===== src/rtl/mep_pkg.sv =====
// shared types and constants for the mandelbrot escape-time pixel block
`default_nettype none

package mep_pkg;

   // fixed-point format of the window edges and of z
   localparam int FRAC_BITS = 28;

   // magnitude of pixel * |range|: 12 bits times 32 bits
   localparam int DIV_BITS = 44;

   // configuration register indexes
   localparam logic [2:0] CSR_MIN_R        = 3'd0;
   localparam logic [2:0] CSR_MAX_R        = 3'd1;
   localparam logic [2:0] CSR_MIN_I        = 3'd2;
   localparam logic [2:0] CSR_MAX_I        = 3'd3;
   localparam logic [2:0] CSR_IMAGE_WIDTH  = 3'd4;
   localparam logic [2:0] CSR_IMAGE_HEIGHT = 3'd5;
   localparam logic [2:0] CSR_MAX_ITER     = 3'd6;

   // configuration reset values
   localparam logic signed [31:0] RST_MIN_R        = -32'sd536870912;
   localparam logic signed [31:0] RST_MAX_R        = 32'sd268435456;
   localparam logic signed [31:0] RST_MIN_I        = -32'sd402653184;
   localparam logic signed [31:0] RST_MAX_I        = 32'sd402653184;
   localparam logic [12:0]        RST_IMAGE_WIDTH  = 13'd1200;
   localparam logic [12:0]        RST_IMAGE_HEIGHT = 13'd800;
   localparam logic [15:0]        RST_MAX_ITER     = 16'd255;

   typedef struct packed {
      logic [11:0] pixel_x;
      logic [11:0] pixel_y;
   } req_type;

   typedef struct packed {
      logic [15:0] iter_count;
      logic [7:0]  red;
      logic [7:0]  green;
      logic [7:0]  blue;
   } rsp_type;

   // controller to datapath
   typedef struct packed {
      logic load;       // capture request, clear z and count
      logic axis;       // 0 real, 1 imaginary
      logic range_en;   // register window range and low edge
      logic div_start;  // launch divider
      logic div_take;   // store mapped coordinate
      logic iter_mul;   // register the three products
      logic iter_upd;   // escape test and z update
      logic rsp_load;   // fill output register
   } cmd_type;

   // datapath to controller
   typedef struct packed {
      logic div_done;
      logic iter_stop;
      logic rsp_free;
   } sts_type;

endpackage

`default_nettype wire


===== src/rtl/mep_ctrl.sv =====
// controller: sequences mapping, iteration and result hand-off
`default_nettype none

module mep_ctrl (
   input  wire logic              clock,
   input  wire logic              reset,
   input  wire logic              req_valid,
   output logic                   req_stall,
   input  wire mep_pkg::sts_type  sts,
   output mep_pkg::cmd_type       cmd
);

   typedef enum logic [6:0] {
      ST_IDLE   = 7'b0000001,
      ST_RANGE  = 7'b0000010,
      ST_START  = 7'b0000100,
      ST_WAIT   = 7'b0001000,
      ST_MUL    = 7'b0010000,
      ST_UPD    = 7'b0100000,
      ST_FINISH = 7'b1000000
   } state_type;

   state_type state_ff, state_in;
   logic      axis_ff, axis_in;

   always_comb begin
      state_in = state_ff;
      axis_in  = axis_ff;
      cmd      = '0;
      cmd.axis = axis_ff;
      case (state_ff)
         ST_IDLE: begin
            if (req_valid) begin
               cmd.load = 1'b1;
               axis_in  = 1'b0;
               state_in = ST_RANGE;
            end
         end
         ST_RANGE: begin
            cmd.range_en = 1'b1;
            state_in     = ST_START;
         end
         ST_START: begin
            cmd.div_start = 1'b1;
            state_in      = ST_WAIT;
         end
         ST_WAIT: begin
            if (sts.div_done) begin
               cmd.div_take = 1'b1;
               if (axis_ff) begin
                  state_in = ST_MUL;
               end else begin
                  axis_in  = 1'b1;
                  state_in = ST_RANGE;
               end
            end
         end
         ST_MUL: begin
            cmd.iter_mul = 1'b1;
            state_in     = ST_UPD;
         end
         ST_UPD: begin
            cmd.iter_upd = 1'b1;
            state_in     = sts.iter_stop ? ST_FINISH : ST_MUL;
         end
         ST_FINISH: begin
            if (sts.rsp_free) begin
               cmd.rsp_load = 1'b1;
               state_in     = ST_IDLE;
            end
         end
         default: begin
            state_in = ST_IDLE;
         end
      endcase
   end

   always_ff @(posedge clock) begin
      if (reset) begin
         state_ff <= ST_IDLE;
         axis_ff  <= 1'b0;
      end else begin
         state_ff <= state_in;
         axis_ff  <= axis_in;
      end
   end

   assign req_stall = (state_ff != ST_IDLE);

endmodule

`default_nettype wire


===== config.mk =====
export PLATFORM = sky130hd
export DESIGN_NAME = mep_ctrl
export DESIGN_NICKNAME = d
export VERILOG_FILES = /design/src/rtl/mep_pkg.sv /design/src/rtl/mep_ctrl.sv
export SDC_FILE = /design/constraint.sdc
export NUM_CORES = 1
export LEC_CHECK = 0
export BUFFER_PORTS_ARGS = -buffer_cell sky130_fd_sc_hd__buf_2
export CAP_MARGIN = 20
export CORE_AREA = 2 2 39 41
export CTS_CLUSTER_SIZE = 40
export DETAILED_ROUTE_END_ITERATION = 6
export DIE_AREA = 0 0 41 43
export HOLD_SLACK_MARGIN = 0.08
export PLACE_DENSITY_LB_ADDON = 0.12
export SYNTH_ARGS = -nofsm -noshare
export SYNTH_HDL_FRONTEND = slang
export SYNTH_SLANG_ARGS = --single-unit

===== constraint.sdc =====
create_clock -name clock -period 3.5 [get_ports clock]
set_input_delay 0.35 -clock clock [delete_from_list [all_inputs] [get_ports clock]]
set_output_delay 0.35 -clock clock [all_outputs]
set_load 0.05 [all_outputs]

; Word-level counts from Yosys, hierarchy flattened
; Index checks and enable logic that the tools add are counted.
[totals]
latchBits = 0
output_inout_bits = 9
ram_bits = 0
input_bits = 6
memories = 0
rom_bits = 0
wordCells = 35
regBits = 8
[classes]
eq_ne = 11
div = 0
n_mul = 0
n_shift = 0
bitwise_logic = 0
order_cmp = 0
addsub = 0
n_mux = 19
reduce_logical = 3
[ops]
columns = operator, count
row1 = $pmux W7 S7, 1
row2 = $mux W7, 4
row3 = $mux W1, 12
row4 = $eq A7 B1 Y1 const B, 1
row5 = $eq A7 B2 Y1 const B, 1
row6 = $eq A7 B3 Y1 const B, 1
row7 = $eq A7 B4 Y1 const B, 1
row8 = $eq A7 B5 Y1 const B, 1
row9 = $eq A7 B6 Y1 const B, 1
row10 = $eq A7 B7 Y1 const B, 1
row11 = $ne A7 B1 Y1 const B, 1
row12 = $ne A2 B2 Y1 const B, 3
row13 = $reduce_and A3 Y1, 2
row14 = $mux W5, 1
row15 = $pmux W1 S2, 1
row16 = $reduce_bool A2 Y1, 1

; Longest topological paths before layout
; Gate-level depths: netlist (run 1).
[logic_depth]
depth_word = 3
depth_mapped = 5
mapped_depth_nobuf = 4

; Worst setup path before layout (run 1)
; No wires, ideal clock.
[synth_timing]
path_type = register to register
from = reg state_ff[2]
to = reg state_ff[2]
slack_ns = 0.765
period_less_slack_ns = 2.735
n_path_buf = 0
setup_time_ns = 0.082
required_ns = 3.418
stages_incl_launch_ff = 4
arrival_time_ns = 2.654
cell_sequence = dfxtp_1 or3_1 nor4_1 nor3b_1
[synth_between]
elab_chain_cells = 3
elab_cells_between_ends = 12
cone_classes = eq/ne (10) / mux (1) / reduce/logical (1)
[synth_lines]
columns = element, line
row1 = from (decl), mep_ctrl.sv:23  ; state_type state_ff, state_in;
row2 = from (signal assigned), mep_ctrl.sv:83  ; state_ff <= state_in;
row3 = $eq A7 B4 Y1 (tied with other cells), mep_ctrl.sv:31  ; case (state_ff)
row4 = $ne A2 B2 Y1 (no source line), n/a
row5 = $reduce_and A3 Y1 (no source line), n/a
; Parallel ways exist; a longest one is shown, timed or not.
; A chain may end at the register's enable or synchronous reset.

==> results.md, run 1 <==
- Status: completed
- Max Clock Skew: 0.01139 ns
- Syn. warnings: 0
- Startpoint of the lowest-slack hold path: sts[1]
- Sequential Area: 160.2 µm²
- I/O pin cnt: 15
- Post-synth EDFFs: 0
- Post-Syn Instances: 59
- Clk slew on worst S/H paths: 0.06 ns
- Drt via density: 5.506
- Residual DRC: 0
- Initial core utilization: 41.14%
- Flop and latch count out of synthesis: 8
- Share of async-settable or async-resettable flops after synthesis: 0%
- Hold_buf cts: 0
- DP Area: 636.9 µm²
- Row cnt: 14
- Reg-to-Reg End: state_ff[4]$_SDFFE_PP0P_
- Skew-Pair Late Insertion Delay: 0.26 ns
- Lkg Pwr: 0.0002718 µW
- Global-route usage over all layers: 16.70%
- CTS tree: yes
- Initial DRT Pass Iterations: 2
- WP data required: 3.15 ns
- Final Critical Period: 2.259 ns
- Root buf cell: clkbuf_4
- Filler Cells Inserted: 150
- Multi-input combinational cell area: 379.1 µm²
- Initial antenna violation count: 0
- Post-synth top flop: dfxtp_1
- Final worst path period share: 64.55%
- Share of layout cells above drive strength 1: 36.99%
- Share of the synthesized area in the top cell type: 28.13%
- Die X: 41 µm
- Via count: 490
- Worst VDD drop: 203.6 µV
- GPL Wtd Cong: 0.7604
- Iter 0 DRT Violations: 9
- Hold EP: state_ff[6]$_SDFFE_PP0P_
- WL final: 1.223 mm
- Core area: 1384 µm²
- Register-to-register setup slack: 1.77 ns
- Crit path DAT: 1.91 ns
- CP startpoint kind: flip-flop
- CTS buffer count: 3
- Die footprint: 1763 µm²
- Core Util, Final: 47.65%
- PwrDens: 342.7 nW/µm²
- Fin area: 659.4 µm²
- Die height: 43 µm
- Hold WC Path Type: in2reg
- Syn nets: 65
- Final setup fails: 0
- Clock Sinks: 8
- Post-DRT Antenna Nets: 0
- Post-synth top area cell: dfxtp_1
- Max FO, Critical Path: 10
- GRT overflow: 0
- Distinct cells, synth: 36
- RSZ-0062 raised after global routing: no
- Min-Delay Path Depth: 3
- Final Hold Viols: 0
- Cells on worst reg2reg path: 4
- Setup Buffers After CTS: 0
- Final setup TNS: 0 ns
- Clock Path Buffers: 2
- Ranking of synthesized cells by area: dfxtp_1, nor4b_4, nand2b_1, nor4_4, nor2_1
- Slowest CP cell: or4_4
- First-pass GRT wire length: 1.911 mm
- Critical path endpoint category: primary output
- H-tree levels: 1
- Commonest cells in the netlist: dfxtp_1, nor2_1, nand2b_1
- Final Non-Filler Cells: 89
- PortBufs: 14
- Critical R2R Launch: state_ff[5]$_SDFFE_PP0P_
- Register area share after synthesis: 28.13%
- Worst Setup SP: state_ff[5]$_SDFFE_PP0P_
- Path type of the worst setup path: reg2out
- Synth-to-layout area growth: 15.82%
- Max-cap violations: 0
- Diode count: 0
- Synth Cell Area: 569.3 µm²
- Placed Cells: 86
- Vias in the first global route: 435
- Fin. max-slew vios: 0
- DR WL/cell: 13.74 µm
- Critical-path cell list: or4_4 -> nor3_4 -> and2_1 -> buf_2
- Rel. slew slack: 69.23%
- Most frequent cell after synthesis: dfxtp_1
- Post-CTS sizing: 0
- Syn Area/Cell: 9.649 µm²
- Largest net degree at the start of global routing: 11
- Crit path largest cell delay: 0.64 ns
- DP HPWL: 920 µm
- Least-Margin Pin Slew: 0.4580 ns
- F_max: 442.6 MHz
- Nets: 81
- Worst-case hold slack: 0.3493 ns
-- cell type report --
type | instances | share of cell area (%)
inverters | 2 | 1.139
flip-flops and latches | 8 | 24.29
well taps | 16 | 3.036
clock buffers | 3 | 3.416
repair buffers | 14 | 10.63
multi-input cells | 46 | 57.50
-- state kept, by name, indices dropped and copies added (netlist names) --
signal and cells:
axis_ff 1, state_ff 7
-- kinds of logic after synthesis --
logic type | share of synthesized area, %
DFF | 28.13
xor gates and xnor gates | 1.539
buffers and inverters | 5.275
and+or+nand+nor | 47.47
AOI/OAI and AO/OA | 17.58
-- per-layer routing --
metal | up-vias | GRT usage [%] | routed length [µm]
met4 | 0 | 6.000 | 0
met1 | 226 | 21.36 | 581
met3 | 0 | 7.853 | 64
met5 | - | 0 | 0
li1 | 252 | - | -
met2 | 12 | 23.75 | 576
-- layout by cell type, fill, tap and decap left out, types with 2 or more instances in the layout --
master	count
buf_2	14
nor4_1	2
nor3_1	3
nand2b_1	4
nor2b_1	2
nand2_1	3
a22oi_1	2
nor2_1	5
clkbuf_4	3
dfxtp_1	8
nor4b_4	2
inv_1	2
-- worst max-delay path: cells and delay by family, from the launching register on --
kind | cells | cell delay, ns
simple gates | 3 | 1.01
flops | 1 | 0.39
buf+inv | 1 | 0.25
-- power breakdown --
group          switching (µW)  internal (µW)
clock network            35.1           39.5
logic                    35.9           17.4
registers                4.29           93.8
total                    75.3            151
-- how the worst max path moves through the flow --
| stage | endpoint | slack [ns] | cells past startpoint |
|---|---|---|---|
| floorplan | state_ff[2]$_SDFFE_PP0P_ | 0.76 | 3 |
| global placement | cmd[3] | 1.52 | 4 |
| detailed placement | cmd[3] | 1.51 | 4 |
| CTS | cmd[3] | 1.22 | 4 |
| global route | cmd[3] | 1.18 | 4 |
| finish | cmd[3] | 1.24 | 4 |
-- per-stage QoR --
step                      total power, µW  setup WS [ns]
final                               226.0          1.241
after global routing                237.0          1.178
after CTS                           231.2          1.224
after detailed placement            153.8          1.505
after global placement              153.2          1.521
after floorplan                     141.2         0.7647
Note: power is estimated with default switching activity, not from simulation.
==> run 2: changes to the inputs <==
- clock period: 3.5 -> 2.13 ns (I/O delays scaled with it)
==> run 2 against run 1 <==
  * Via count grew 0.20%
  * Flip-flop and latch count is the same
  * Critical path depth is the same
  * Setup slack lost 1.2 ns
==> results.md, run 2 (synthesis results as in run 1) <==
- Final setup fails: 0 (unchanged)
- Global-route usage over all layers: 17.14% (+0.44 points)
- RSZ-0062 raised after global routing: no
- Clock Path Buffers: 2 (unchanged)
- CTS tree: yes
- Core Util, Final: 49.10% (+1.4 points)
- DR WL/cell: 13.76 µm (+0.16%)
- Biggest regs: state_ff: 7 flops, axis_ff: 1 flops
- Rel. slew slack: 70.18% (+0.95 points)
- DR WL met2: 612 µm (+6.3%)
- Most flop-heavy register: state_ff
- Via count: 491 (+0.20%)
- Leading cell type in the layout, fill and taps excluded: buf_2
- Max-cap violations: 0 (unchanged)
- Clock Sinks: 8 (unchanged)
- Synth-to-layout area growth: 19.34%
- DR WL met3: 30 µm (-53%)
- Hold WC Path Type: in2reg
- Least-Margin Pin Slew: 0.4439 ns (-0.01413 ns)
- Die height: 43 µm (unchanged)
- Overall power: 366.9 µW (+62%)
- Initial core utilization: 41.14% (unchanged)
- Iter 0 DRT Violations: 5 (-4)
- Final Critical Period: 2.070 ns
- Vias in the first global route: 478 (+9.9%)
- Initial DRT Pass Iterations: 4 (+2)
- Most frequent cells in the layout: buf_2, dfxtp_1, nor2_1, nand2b_1
- WP data required: 1.92 ns (-1.23 ns)
- Final worst path period share: 97.17%
- Final Hold Viols: 0 (unchanged)
- Worst VDD drop: 281.3 µV (+38%)
- CTS buffer count: 3 (unchanged)
- Die X: 41 µm (unchanged)
- Status: completed
- F_max: 483.2 MHz
- Diode count: 0 (unchanged)
- Max reg flops: 7 (unchanged)
- Residual DRC: 0 (unchanged)
- PortBufs: 14 (unchanged)
- I/O pin cnt: 15 (unchanged)
- Pre-CTS WS: 0.2619 ns (-1.243 ns)
- Lkg Pwr: 0.0002728 µW (+0.39%)
- Crit path DAT: 1.86 ns (-0.05 ns)
- Core area: 1384 µm² (unchanged)
- PwrDens: 540.0 nW/µm² (+58%)
- Drt via density: 5.517 (+0.20%)
- Nets: 81 (unchanged)
- Filler Cells Inserted: 135 (-10%)
- Setup WS post-layout: 0.06035 ns (-1.180 ns)
- GPL Wtd Cong: 0.7323 (-3.7%)
- Top sig layer: met4
- GRT overflow: 0 (unchanged)
- Max Clock Skew: 0.005054 ns (-0.006331 ns)
- Max FO, Critical Path: 10 (unchanged)
- DP HPWL: 939.2 µm (+2.1%)
- Die footprint: 1763 µm² (unchanged)
- WL final: 1.225 mm (+0.16%)
- Fin. max-slew vios: 0 (unchanged)
- M1 WL: 566 µm (-2.6%)
- Register-to-register setup slack: 0.35 ns (-1.42 ns)
- Path type of the worst setup path: reg2out
- Root buf cell: clkbuf_4
- Share of layout cells above drive strength 1: 38.36% (+1.4 points)
- Largest net degree at the start of global routing: 11 (unchanged)
- Critical path endpoint category: primary output
- Clk slew on worst S/H paths: 0.06 ns (about the same)
- First-pass GRT wire length: 1.980 mm (+3.6%)
- CP startpoint kind: flip-flop
- Setup Buffers After CTS: 0 (unchanged)
- Skew-Pair Late Insertion Delay: 0.25 ns (about the same)
- H-tree levels: 1 (unchanged)
- Row cnt: 14 (unchanged)
- Initial antenna violation count: 0 (unchanged)
- Post-DRT Antenna Nets: 0 (unchanged)
run 2: cell counts in the layout (fill, tap and decap cells not counted):
Identical to the previous run, type by type.
run 2: final timing paths:
path / cells past startpoint / to / start
max: 4 / cmd[3] / state_ff[5]$_SDFFE_PP0P_
min: 3 / state_ff[6]$_SDFFE_PP0P_ / sts[1]
max reg2reg: 4 / state_ff[4]$_SDFFE_PP0P_ / state_ff[5]$_SDFFE_PP0P_
min reg2reg: 2 / axis_ff$_SDFFE_PP0P_ / axis_ff$_SDFFE_PP0P_
run 2: layout make-up:
type | instances | area (µm²) | share of cell area [%]
Multi-Input combinational cell | 46 | 394.1 | 58.01
Sequential cell | 8 | 160.2 | 23.57
Timing Repair Buffer | 14 | 75.07 | 11.05
Clock buffer | 3 | 22.52 | 3.315
Tap cell | 16 | 20.02 | 2.947
Inverter | 2 | 7.507 | 1.105
run 2: timing repair:
item / 4_1_cts / 5_1_grt
hold buffers: 0 / 0
gates resized for setup: 1 / 2
setup endpoints to repair: 1 / 1
run 2: stage by stage:
step,hold slack (ns),TNS [ns],std cells,cell area [µm²]
finish,0.2299,0,89,679.4
global route,0.2624,0,89,679.4
CTS,0.2198,0,89,676.9
detailed placement,0.4880,0,86,651.9
global placement,0.4873,0,86,651.9
floorplan,0.3617,-0.002426,59,584.3
run 2: power breakdown:
group / leakage, µW / switching (µW) / internal [µW]
combinational: 0.000194 / 59.5 / 29.1
sequential: 0.0000649 / 6.95 / 154
clock: 0.0000138 / 52.6 / 64.6
run 2: per-layer routing:
layer	vias to the layer above	global-route usage (%)
met5	-	0
met4	0	10.00
met3	2	3.141
met2	6	25.94
met1	230	21.50
li1	253	-
run 2: worst max-delay path, cell delays in order (launching register included):
cell	delay, ns
dfxtp_1	0.39
or4_4	0.64
nor3_4	0.23
and2_1	0.15
buf_4	0.19
==> run 3: changes to the inputs <==
- ABC_AREA: not set -> 1
==> run 3 against run 2 <==
  * Non-clock buffer count unchanged
  * Count of clock-buffer cells in the layout unchanged
  * First-iteration DRC count down 40%
  * Register-to-register slack better by 0.60 ns
  * Utilization down 3.1 points
  * Worst hold slack worse by 0.026 ns
  * Combinational power up 100%
  * Largest cell class unchanged
==> results.md, run 3 <==
- Cells on worst reg2reg path: 8 (+4)
- Largest net degree at the start of global routing: 9 (-2)
- Setup Buffers After CTS: 0 (unchanged)
- Filler Cells Inserted: 151 (+12%)
- Root buf cell: clkbuf_4
- Commonest cells in the netlist: nand2_1, inv_1, nor2_1
- Clk slew on worst S/H paths: 0.06 ns (about the same)
- Most frequent cells in the layout: nand2_1, buf_2, inv_1, nor2_1, dfxtp_1
- WP buf/inv: 3 (+2)
- DP HPWL: 862.6 µm (-8.2%)
- Syn Area/Cell: 6.866 µm² (-29%)
- Row cnt: 14 (unchanged)
- Max FO, Critical Path: 6 (-4)
- Die X: 41 µm (unchanged)
- Hold WC Path Type: in2reg
- F_max: 642.8 MHz (+33%)
- Final setup fails: 0 (unchanged)
- Vias in the first global route: 421 (-12%)
- Startpoint of the lowest-slack hold path: sts[1]
- Residual DRC: 0 (unchanged)
- Syn nets: 84 (+29%)
- Iter 0 DRT Violations: 3 (-2)
- Worst Setup SP: state_ff[5]$_SDFFE_PP0P_
- Via count: 488 (-0.61%)
- Post-synth EDFFs: 0 (unchanged)
- Global-route usage over all layers: 15.29% (-1.8 points)
- Least-Margin Pin Slew: 0.2487 ns (-0.1952 ns)
- Slowest CP cell: dfxtp_1
- Lkg Pwr: 0.0003102 µW (+14%)
- Critical path endpoint category: primary output
- Crit path largest cell delay: 0.34 ns (-0.30 ns)
- H-tree levels: 1 (unchanged)
- Clock Sinks: 8 (unchanged)
- Worst VDD drop: 381.8 µV (+36%)
- Synth-to-layout area growth: 18.93%
- GPL Wtd Cong: 0.8016 (+9.5%)
- Die footprint: 1763 µm² (unchanged)
- Post-CTS sizing: 0 (-1)
- Sequential Area: 160.2 µm² (unchanged)
- Crit path DAT: 1.34 ns (-0.52 ns)
- Levels on crit path: 6 (+2)
- Post-synth top area cell: dfxtp_1
- Hold_buf cts: 0 (unchanged)
- CTS buffer count: 3 (unchanged)
- Max reg flops: 7 (unchanged)
- DR WL/cell: 9.651 µm (-30%)
- RSZ-0062 raised after global routing: no
- Share of the synthesized area in the top cell type: 29.91% (+1.8 points)
- Multi-input combinational cell area: 312.8 µm² (-21%)
- Final setup TNS: 0 ns (unchanged)
- Final Critical Period: 1.556 ns (-0.5139 ns)
- Initial antenna violation count: 0 (unchanged)
- Final Hold Viols: 0 (unchanged)
- Share of layout cells above drive strength 1: 41.94% (+3.6 points)
- Overall power: 471.2 µW (+28%)
- Most frequent cell after synthesis: nand2_1
- PortBufs: 14 (unchanged)
- Biggest regs: state_ff: 7 flops, axis_ff: 1 flops
- WP data required: 1.92 ns (about the same)
- CP top delay family: buffers and inverters
- Final worst path period share: 73.04% (-24 points)
- Nets: 101 (+25%)
- Path type of the worst setup path: reg2out
- PwrDens: 739.8 nW/µm² (+37%)
- Drt via density: 4.477 (-19%)
- Fin. max-slew vios: 0 (unchanged)
- Initial DRT Pass Iterations: 2 (-2)
- Most flop-heavy register: state_ff
- I/O pin cnt: 15 (unchanged)
- Critical-path cell list: nor2_4 -> nand2_4 -> inv_4 -> nand3_1 -> inv_1 -> buf_2
- Diode count: 0 (unchanged)
- Max Clock Skew: 0.001059 ns (-0.003995 ns)
- Skew-Pair Late Insertion Delay: 0.26 ns (about the same)
- Die height: 43 µm (unchanged)
- Clock Path Buffers: 2 (unchanged)
- Distinct cells, synth: 20 (-44%)
- Critical R2R Launch: state_ff[0]$_SDFFE_PP1P_
- WL final: 1.052 mm (-14%)
- Status: completed
- Post-synth top flop: dfxtp_1
- Core area: 1384 µm² (unchanged)
- Leading cell type in the layout, fill and taps excluded: nand2_1
- Flop and latch count out of synthesis: 8 (unchanged)
- Ranking of synthesized cells by area: dfxtp_1, nand2_1, nor2_2, inv_1, nor2_1
- CP startpoint kind: flip-flop
- Post-DRT Antenna Nets: 0 (unchanged)
- CTS tree: yes
- Post-Syn Instances: 78 (+32%)
- Synth Cell Area: 535.5 µm² (-5.9%)
- Initial core utilization: 38.70% (-2.4 points)
- Min-Delay Path Depth: 3 (unchanged)
- First-pass GRT wire length: 1.738 mm (-12%)
- GRT overflow: 0 (unchanged)
- Rel. slew slack: 83.54% (+13 points)
- Share of async-settable or async-resettable flops after synthesis: 0% (unchanged)
- Syn. warnings: 0 (unchanged)
- Register area share after synthesis: 29.91% (+1.8 points)
- Max-cap violations: 0 (unchanged)
run 3: path summary, 6_finish.rpt:
kind / endpoint / slack, ns
worst max-delay path: cmd[3] / 0.57
worst min-delay path: state_ff[6]$_SDFFE_PP0P_ / 0.20
worst max register to register: state_ff[0]$_SDFFE_PP1P_ / 0.95
worst min register to register: axis_ff$_SDFFE_PP0P_ / 0.50
run 3: report_power, final:
group	switching, µW	leakage [µW]	internal, µW
Combinational	127	0.000231	51.1
Clock	59.6	0.0000138	65.0
Sequential	8.22	0.0000650	160
Total	195	0.000310	276
run 3: through the flow:
step                      util (%)  cell area [µm²]  hold slack, ns  std cells  worst slack [ns]
after floorplan                  -            535.5          0.3620         78            0.2892
after global placement       44.39            614.3          0.4868        106            0.8589
after detailed placement     44.39            614.3          0.4813        106            0.8638
after CTS                    46.02            636.9          0.2003        109            0.5672
after global routing         46.02            636.9          0.2188        109            0.4650
final                        46.02            636.9          0.2039        109            0.5743
run 3: cell families after synthesis:
logic type             Yosys count  synth area share [%]
DFF                              8                 29.91
and+or+nand+nor                 50                 52.57
AOI/OAI and AO/OA                5                 5.841
buffers and inverters           15                 11.68
run 3: worst register-to-register path: cells and delay by family, from the launching register on:
family,cells,cell delay [ns]
flip-flops,1,0.33
buffers and inverters,1,0.05
AND/OR/NAND/NOR,7,0.70
run 3: per-layer routing:
metal / wire length (µm) / GRT usage [%]
met1: 500 / 20.06
met2: 479 / 20.63
met3: 39 / 4.712
met4: 32 / 10.00
met5: 0 / 0
run 3: layout make-up:
cell class	instances	share of cell area [%]
inverters	13	8.055
well taps	16	3.143
clock buffers	3	3.536
repair buffers	14	11.00
multi-input cells	55	49.12
flip-flops and latches	8	25.15
